### src/rtl/lane_dispatch_starvation_arbiter_core_macros.svh
// Assertion macros shared by the lane dispatch arbiter RTL.
`ifndef LANE_DISPATCH_STARVATION_ARBITER_CORE_MACROS_SVH
`define LANE_DISPATCH_STARVATION_ARBITER_CORE_MACROS_SVH

`ifndef ASSERT_OFF
// Clocked assertion, disabled while reset is asserted (active low).
`define LDSA_ASSERT(lbl, clk, rstn, prop) \
    lbl: assert property (@(posedge clk) disable iff (!(rstn)) (prop)) \
        else $error("ldsa assertion failed");
// Clocked assertion that also holds during reset.
`define LDSA_ASSERT_ALWAYS(lbl, clk, prop) \
    lbl: assert property (@(posedge clk) (prop)) \
        else $error("ldsa assertion failed");
`else
`define LDSA_ASSERT(lbl, clk, rstn, prop)
`define LDSA_ASSERT_ALWAYS(lbl, clk, prop)
`endif

`endif

### src/rtl/ldsa_pkg.sv
package ldsa_pkg;

    // Lane codes of the grant result.
    localparam logic [2:0] LANE_INTERACTIVE = 3'd0;
    localparam logic [2:0] LANE_BOOST       = 3'd1;
    localparam logic [2:0] LANE_NORMAL      = 3'd2;
    localparam logic [2:0] LANE_COMPUTE     = 3'd3;
    localparam logic [2:0] LANE_BACKGROUND  = 3'd4;
    localparam logic [2:0] LANE_NONE        = 3'd5;

    // Configuration register indexes.
    localparam int unsigned CFG_IDX_W = 2;
    localparam logic [CFG_IDX_W-1:0] CFG_BURST_LIMIT     = 2'd0;
    localparam logic [CFG_IDX_W-1:0] CFG_CONTAINED_LIMIT = 2'd1;
    localparam logic [CFG_IDX_W-1:0] CFG_SHARED_LIMIT    = 2'd2;

    // All limit registers are eight bits wide.
    localparam int unsigned LIMIT_W = 8;
    localparam logic [LIMIT_W-1:0] BURST_LIMIT_RST     = 8'd8;
    localparam logic [LIMIT_W-1:0] CONTAINED_LIMIT_RST = 8'd4;
    localparam logic [LIMIT_W-1:0] SHARED_LIMIT_RST    = 8'd4;

    // One dispatch request: the not-empty flags of the five lanes.
    typedef struct packed {
        logic interactive_ready;
        logic boost_ready;
        logic normal_ready;
        logic compute_ready;
        logic background_ready;
    } t_req;

    // One grant result.
    typedef struct packed {
        logic [2:0] granted_lane;
        logic       forced_grant;
    } t_grant;

    // Register limits handed to the grant logic.
    typedef struct packed {
        logic [LIMIT_W-1:0] burst_limit;
        logic [LIMIT_W-1:0] contained_limit;
        logic [LIMIT_W-1:0] shared_limit;
    } t_limits;

endpackage

### src/rtl/ldsa_grant.sv
module ldsa_grant
    import ldsa_pkg::*;
#(
    parameter int unsigned COUNT_WIDTH = 8
) (
    input  t_req                   i_req,
    input  t_limits                i_limits,
    input  logic [COUNT_WIDTH-1:0] i_burst,
    input  logic [COUNT_WIDTH-1:0] i_contained,
    input  logic [COUNT_WIDTH-1:0] i_shared,
    output t_grant                 o_grant,
    output logic [COUNT_WIDTH-1:0] o_burst,
    output logic [COUNT_WIDTH-1:0] o_contained,
    output logic [COUNT_WIDTH-1:0] o_shared
);

    // Compare width covers both the counters and the eight-bit limits.
    localparam int unsigned CMP_W = (COUNT_WIDTH > LIMIT_W) ? COUNT_WIDTH : LIMIT_W;

    logic [CMP_W-1:0]       burst_e, cont_e, shr_e;
    logic [CMP_W-1:0]       blim_e, clim_e, slim_e;
    logic                   burst_hit, bg_starved, norm_starved;
    logic [COUNT_WIDTH-1:0] burst_bump, cont_bump, shr_bump;
    logic                   is_high, is_low_norm, is_low_bg;

    assign burst_e = CMP_W'(i_burst);
    assign cont_e  = CMP_W'(i_contained);
    assign shr_e   = CMP_W'(i_shared);
    assign blim_e  = CMP_W'(i_limits.burst_limit);
    assign clim_e  = CMP_W'(i_limits.contained_limit);
    assign slim_e  = CMP_W'(i_limits.shared_limit);

    // Starvation and burst flags sampled before the grant.
    assign burst_hit    = burst_e >= blim_e;
    assign bg_starved   = cont_e >= clim_e;
    assign norm_starved = shr_e >= slim_e;

    // Saturating bumps: stop at the limit and at the counter's all-ones value.
    assign burst_bump = ((burst_e < blim_e) && (i_burst != '1))
                        ? i_burst + 1'b1 : i_burst;
    assign cont_bump  = ((cont_e < clim_e) && (i_contained != '1))
                        ? i_contained + 1'b1 : i_contained;
    assign shr_bump   = ((shr_e < slim_e) && (i_shared != '1))
                        ? i_shared + 1'b1 : i_shared;

    // Fixed priority chain with the starvation override ahead of normal.
    always_comb begin
        o_grant     = '{granted_lane: LANE_NONE, forced_grant: 1'b0};
        is_high     = 1'b0;
        is_low_norm = 1'b0;
        is_low_bg   = 1'b0;
        if (i_req.interactive_ready) begin
            o_grant.granted_lane = LANE_INTERACTIVE;
            is_high = 1'b1;
        end else if (i_req.boost_ready) begin
            o_grant.granted_lane = LANE_BOOST;
            is_high = 1'b1;
        end else if (burst_hit && norm_starved && i_req.normal_ready) begin
            o_grant.granted_lane = LANE_NORMAL;
            o_grant.forced_grant = 1'b1;
            is_low_norm = 1'b1;
        end else if (burst_hit && bg_starved && i_req.background_ready) begin
            o_grant.granted_lane = LANE_BACKGROUND;
            o_grant.forced_grant = 1'b1;
            is_low_bg = 1'b1;
        end else if (i_req.normal_ready) begin
            o_grant.granted_lane = LANE_NORMAL;
            is_high = 1'b1;
        end else if (i_req.compute_ready) begin
            o_grant.granted_lane = LANE_COMPUTE;
            is_high = 1'b1;
        end else if (i_req.background_ready) begin
            o_grant.granted_lane = LANE_BACKGROUND;
            is_low_bg = 1'b1;
        end
    end

    // Counter update according to the kind of grant.
    always_comb begin
        o_burst     = i_burst;
        o_contained = i_contained;
        o_shared    = i_shared;
        if (is_high) begin
            o_burst     = burst_bump;
            o_contained = cont_bump;
            o_shared    = shr_bump;
        end else if (is_low_norm) begin
            o_burst     = '0;
            o_shared    = '0;
            o_contained = cont_bump;
        end else if (is_low_bg) begin
            o_burst     = '0;
            o_contained = '0;
            o_shared    = shr_bump;
        end
    end

endmodule

### src/rtl/lane_dispatch_starvation_arbiter_core.sv
// Lane dispatch arbiter with starvation guard. Each transaction on the input
// channel is one dispatch request carrying the not-empty flags of five lanes;
// each produces exactly one result transaction with the granted lane (5 when
// nothing is ready) and a flag that marks a grant forced by the starvation
// override. While the output side does not stall, the block takes one request
// per cycle back to back: a request is registered, the grant and the counter
// update are decided from that register and the three saturating counters,
// and the result lands in an output register, so throughput is one transaction
// per cycle. The user must write limits through the configuration port only
// while the block is idle; the block itself does not enforce it.
`include "lane_dispatch_starvation_arbiter_core_macros.svh"

module lane_dispatch_starvation_arbiter_core
    import ldsa_pkg::*;
#(
    parameter int unsigned COUNT_WIDTH = 8
) (
    input  logic                 i_clk,
    input  logic                 i_rst_n,
    // Request channel.
    input  logic                 i_valid,
    output logic                 o_stall,
    input  t_req                 i_req,
    // Result channel.
    output logic                 o_valid,
    input  logic                 i_stall,
    output t_grant               o_result,
    // Configuration write port.
    input  logic                 i_cfg_we,
    input  logic [CFG_IDX_W-1:0] i_cfg_idx,
    input  logic [LIMIT_W-1:0]   i_cfg_data
);

    t_limits                r_limits;
    t_req                   r_s1_req;
    logic                   r_s1_valid;
    logic                   r_out_valid;
    t_grant                 r_out;
    logic [COUNT_WIDTH-1:0] r_burst, r_contained, r_shared;
    logic [COUNT_WIDTH-1:0] n_burst, n_contained, n_shared;
    t_grant                 n_out;
    logic                   out_free, s1_adv, in_acc;

    // Handshake: the output register frees up when empty or being taken.
    assign out_free = !r_out_valid || !i_stall;
    assign s1_adv   = r_s1_valid && out_free;
    assign o_stall  = r_s1_valid && !out_free;
    assign in_acc   = i_valid && !o_stall;
    assign o_valid  = r_out_valid;
    assign o_result = r_out;

    // Limit registers.
    always_ff @(posedge i_clk) begin
        if (!i_rst_n) begin
            r_limits.burst_limit     <= BURST_LIMIT_RST;
            r_limits.contained_limit <= CONTAINED_LIMIT_RST;
            r_limits.shared_limit    <= SHARED_LIMIT_RST;
        end else if (i_cfg_we) begin
            case (i_cfg_idx)
                CFG_BURST_LIMIT:     r_limits.burst_limit     <= i_cfg_data;
                CFG_CONTAINED_LIMIT: r_limits.contained_limit <= i_cfg_data;
                CFG_SHARED_LIMIT:    r_limits.shared_limit    <= i_cfg_data;
                default: ;
            endcase
        end
    end

    // Grant decision and counter update.
    ldsa_grant #(
        .COUNT_WIDTH(COUNT_WIDTH)
    ) u_grant (
        .i_req       (r_s1_req),
        .i_limits    (r_limits),
        .i_burst     (r_burst),
        .i_contained (r_contained),
        .i_shared    (r_shared),
        .o_grant     (n_out),
        .o_burst     (n_burst),
        .o_contained (n_contained),
        .o_shared    (n_shared)
    );

    // Input register stage.
    always_ff @(posedge i_clk) begin
        if (!i_rst_n) begin
            r_s1_valid <= 1'b0;
        end else if (in_acc) begin
            r_s1_valid <= 1'b1;
        end else if (s1_adv) begin
            r_s1_valid <= 1'b0;
        end
    end

    always_ff @(posedge i_clk) begin
        if (in_acc) begin
            r_s1_req <= i_req;
        end
    end

    // Counters move only when a request passes into the result register.
    always_ff @(posedge i_clk) begin
        if (!i_rst_n) begin
            r_burst     <= '0;
            r_contained <= '0;
            r_shared    <= '0;
        end else if (s1_adv) begin
            r_burst     <= n_burst;
            r_contained <= n_contained;
            r_shared    <= n_shared;
        end
    end

    // Result register stage.
    always_ff @(posedge i_clk) begin
        if (!i_rst_n) begin
            r_out_valid <= 1'b0;
        end else if (s1_adv) begin
            r_out_valid <= 1'b1;
        end else if (!i_stall) begin
            r_out_valid <= 1'b0;
        end
    end

    always_ff @(posedge i_clk) begin
        if (s1_adv) begin
            r_out <= n_out;
        end
    end

    // A forced grant only ever goes to the normal or background lane.
    `LDSA_ASSERT(a_forced_lane, i_clk, i_rst_n,
        (r_out_valid && r_out.forced_grant) |->
            (r_out.granted_lane == LANE_NORMAL || r_out.granted_lane == LANE_BACKGROUND))

    // Counters hold unless a request moves into the result register.
    `LDSA_ASSERT(a_cnt_hold, i_clk, i_rst_n,
        !s1_adv |=> ($stable(r_burst) && $stable(r_contained) && $stable(r_shared)))

    // A background grant clears the burst and contained counters.
    `LDSA_ASSERT(a_bg_clear, i_clk, i_rst_n,
        (s1_adv && n_out.granted_lane == LANE_BACKGROUND) |=>
            (r_burst == '0 && r_contained == '0))

    // No grant leaves the counters untouched.
    `LDSA_ASSERT(a_none_hold, i_clk, i_rst_n,
        (s1_adv && n_out.granted_lane == LANE_NONE) |=>
            ($stable(r_burst) && $stable(r_contained) && $stable(r_shared)))

endmodule
### config.mk
export PLATFORM = sky130hd
export DESIGN_NAME = lane_dispatch_starvation_arbiter_core
export DESIGN_NICKNAME = d
export VERILOG_FILES = /design/src/rtl/ldsa_pkg.sv /design/src/rtl/ldsa_grant.sv /design/src/rtl/lane_dispatch_starvation_arbiter_core.sv
export VERILOG_INCLUDE_DIRS = /design/src /design/src/rtl
export SDC_FILE = /design/constraint.sdc
export NUM_CORES = 1
export LEC_CHECK = 0
export BUFFER_PORTS_ARGS = -buffer_cell sky130_fd_sc_hd__buf_2
export CAP_MARGIN = 15
export CORE_MARGIN = 3
export CORE_UTILIZATION = 55
export DETAILED_ROUTE_END_ITERATION = 8
export GPL_TIMING_DRIVEN = 0
export PLACE_DENSITY = 0.72
export SLEW_MARGIN = 20
export SYNTH_ARGS = -nofsm -noshare
export SYNTH_HDL_FRONTEND = slang
export SYNTH_SLANG_ARGS = --single-unit
### constraint.sdc
create_clock -name i_clk -period 5.2 [get_ports i_clk]
set_input_delay 1.04 -clock i_clk [delete_from_list [all_inputs] [get_ports i_clk]]
set_output_delay 1.04 -clock i_clk [all_outputs]
set_load 0.03 [all_outputs]
==> summary.txt <==
Die
  • FP Rows: 27
  • Area of the core: 0.00554 sq mm
  • Die H: just over 80 microns
  • Starting Density: roughly 57%
  • I/O pin cnt: 26
  • Die Wd: 81.9 microns
  • DIE AREA: 0.00671 sq mm

Power and ir drop
  • Seq pwr share: approximately 50%
  • Switching Fraction: about a quarter
  • Power Density: between 200 and 300 mW/mm^2
  • Int Pwr: about 0.71 mW
  • Final Power: about 0.95 mW
  • Switching pwr: ~0.23 mW
  • Peak supply drop: around 0.16 mV
  • Comb pwr share: a little under 10%
  • Leakage: 1.50 nW
  • Clk pwr share: between 30% and 40%

Drt
  • DR pass1 iterations: 4
  • WL final: slightly above 6 mm
  • Via count: about 2400
  • ANT nets after route: 0
  • Avg WL per Cell: 13.7 microns
  • # DRC: 0
  • First DRT Iteration DRCs: 116
  • Avg Vias per Cell: around 5.4

Setup path
  • FF-to-FF End: r_contained[7]$_SDFFE_PN0P_
  • Element type at the critical path end: output pin
  • Cell chain of the critical path: buf_2 > and3_1 > buf_2
  • Slowest CP cell: buf_2
  • Depth of the most critical reg-to-reg path: 7
  • CP Launch Type: input pin
  • Worst Path Required: ~4200 ps
  • Most used cell, CP: buf_2
  • R2R Path Start: r_contained[2]$_SDFFE_PN0P_
  • Worst R2R Setup Slack: between 2000 and 3000 ps
  • CP arrival: around 1600 ps
  • Worst-path fanout max: 3
  • Worst Setup Path Type: in -> out
  • CP peak stage delay: 210 ps

CTS
  • Clk_lat worst skew: ~340 ps
  • PostCTS Resize Cnt: 0
  • CTS clk-pin slew, worst paths: about 60 ps
  • Clock Path Buffers: 2
  • CTS tree: built
  • CTS root buf: clkbuf_8
  • CTS Sinks: approximately 60
  • Hold buffer count at CTS: 0
  • CTS buffer count: 9
  • Postcts setup bufs: 0
  • H-tree depth: 3

Flow run
  • Maxcap violations: 0

Yosys
  • Synth Area in Simple Gates: 21.9%
  • Top cells by count, synth: 50 x dfxtp_1, 28 x inv_1, 28 x nor2_1
  • Synthesized area per cell: between 9 and 10 sq um
  • Synth area leader: dfxtp_1
  • Register area share after synthesis: between 40 and 50%
  • Synth Area in Compound Gates: 12.8%
  • Yosys cell types: between 50 and 60
  • Top post-synthesis cells by area: dfxtp_1 32%, ha_1 11%, edfxtp_1 8.5%, mux2i_1 5.1%, nor2b_1 4.9%
  • Ys flop type: dfxtp_1
  • #FFs+latches synth: around 60
  • Mapped Nets: 380
  • Most frequent cell after synthesis: dfxtp_1
  • Largest family of logic cells by synthesized area: simple AND/OR/NAND/NOR gates
  • Syn. warnings: 0
  • Number of synthesized flops with an enable pin: 9
  • Post-synth top area share: between 30% and 40%
  • Synth Area in Adders: roughly a tenth
  • Mapped Cells: between 300 and 400
  • Async set or reset register ratio after synthesis: 0%
  • Mux cell area share after synthesis: 5.05%
  • Post-synthesis cell area: 0.00317 sq mm
  • XOR/XNOR Fraction of Synth Area: under 10%

Hold path
  • Worst hold endpoint: r_shared[1]$_SDFFE_PN0P_
  • Hold Path Class: reg -> reg
  • Hold Path Stages: 2
  • Hold path start: r_shared[1]$_SDFFE_PN0P_

STA
  • Slew margin rel.: 52.4%
  • Least-Margin Pin Slew: roughly 710 ps
  • Final period util: 49.9%
  • Fin crit period: 2590 ps
  • Final Hold Viols: 0
  • TNS Setup: 0 ps
  • Final-report setup violation count: 0
  • RSZ-0062 raised after global routing: no
  • Clk_skew: 8.02 ps
  • FMAX: 0.385 GHz
  • Slew Limit Fails: 0

Run status
  • Status: finished, final reports clean

GRT
  • Largest net degree at the start of global routing: 11
  • Antenna violations before repair: 0
  • First-pass GRT wire length: between 10 and 15 mm
  • Overall routing resource usage: between 20% and 30%
  • GR Overflow Total: 0
  • Vias in the first global route: roughly 2300

Placed design
  • Dpl cells: 429
  • Final Wtd Congestion: between 0.8 and 0.9
  • Number of port buffers: 24
  • Final HPWL DP: 4.77 mm

Layout
  • Post-Layout Cell Count: approximately 450
  • # fillers: about 500
  • Layout cells sized above 1: roughly 15%
  • Inserted Diodes: 0
  • Area growth, synth to finish: 12.1%
  • Final-stage net count: 415
[power groups by stage]
stage | Sequential [mW] | Clock (mW) | Combinational [mW]
finish | 0.489 | 0.368 | 0.0928
global route | 0.490 | 0.399 | 0.105
CTS | 0.489 | 0.379 | 0.0935
detailed placement | 0.499 | 0 | 0.0927
global placement | 0.498 | 0 | 0.0903
floorplan | 0.500 | 0 | 0.0626
[layer usage]
metal	vias up	track usage, %	wire length [microns]
li1	1246	-	-
met1	1090	27.0	3000
met2	35	30.5	2700
met3	15	6.14	220
met4	0	11.0	184
met5	-	0	0
[worst max-delay path: cells and delay by family]
kind | cells | cell delay [ps]
buffers and inverters | 2 | 320
AND/OR/NAND/NOR | 1 | 200
[flip-flops by register name, summed over array words and instances (netlist names)]
register / count
r_contained: 8
o_valid: 1
r_shared: 8
o_result: 4
r_limits: 24
r_burst: 8
r_s1_req: 5
r_s1_valid: 1
[logic make-up after synthesis]
kind of cell | Yosys count
simple gates | 125
xor+xnor | 20
mux | 16
fa+ha+maj | 27
buf+inv | 34
compound gates | 52
flops | 59
[per-stage QoR]
stage	area (sq um)	hold slack, ps	setup WS (ps)	util (%)
final	3550	497	2610	64.1
after global routing	3550	550	2560	64.1
after CTS	3550	503	2600	64.1
after detailed placement	3380	495	2430	61.0
after global placement	3380	490	2450	61.0
after floorplan	3170	465	2710	-
[worst max-delay path by stage]
stage / from / to / slack, ps
floorplan: i_stall / r_shared[6]$_SDFFE_PN0P_ / 2710
global placement: i_stall / r_shared[6]$_SDFFE_PN0P_ / 2450
detailed placement: i_stall / r_shared[6]$_SDFFE_PN0P_ / 2430
CTS: i_stall / o_stall / 2600
global route: r_contained[2]$_SDFFE_PN0P_ / r_contained[5]$_SDFFE_PN0P_ / 2560
finish: i_stall / o_stall / 2610
[cell usage in the layout, fill, tap and decap left out, types with 4 or more instances in the layout]
master / n
buf_2: 24
edfxtp_1: 9
nand2_1: 15
dfxtp_1: 50
clkbuf_1: 9
mux2i_1: 16
nor2_1: 28
nor2_2: 4
nand3_1: 8
a211oi_1: 4
inv_1: 28
and3_1: 8
nor2b_1: 25
ha_1: 27
xor2_1: 11
clkbuf_8: 11
nand4_1: 11
xnor2_1: 9
o21ai_0: 9
a21oi_1: 14
[area by class of cell]
type | count | area (sq um) | share of cell area (%)
Multi-Input combinational cell | 240 | 1770 | 49.8
Sequential cell | 59 | 1270 | 35.8
Clock buffer | 14 | 163 | 4.58
Timing Repair Buffer | 24 | 120 | 3.38
Inverter | 28 | 105 | 2.96
Tap cell | 72 | 90.1 | 2.54
Buffer | 6 | 22.5 | 0.634
Clock inverter | 2 | 10.0 | 0.282
No activity file was read; power rests on OpenSTA's default activity.
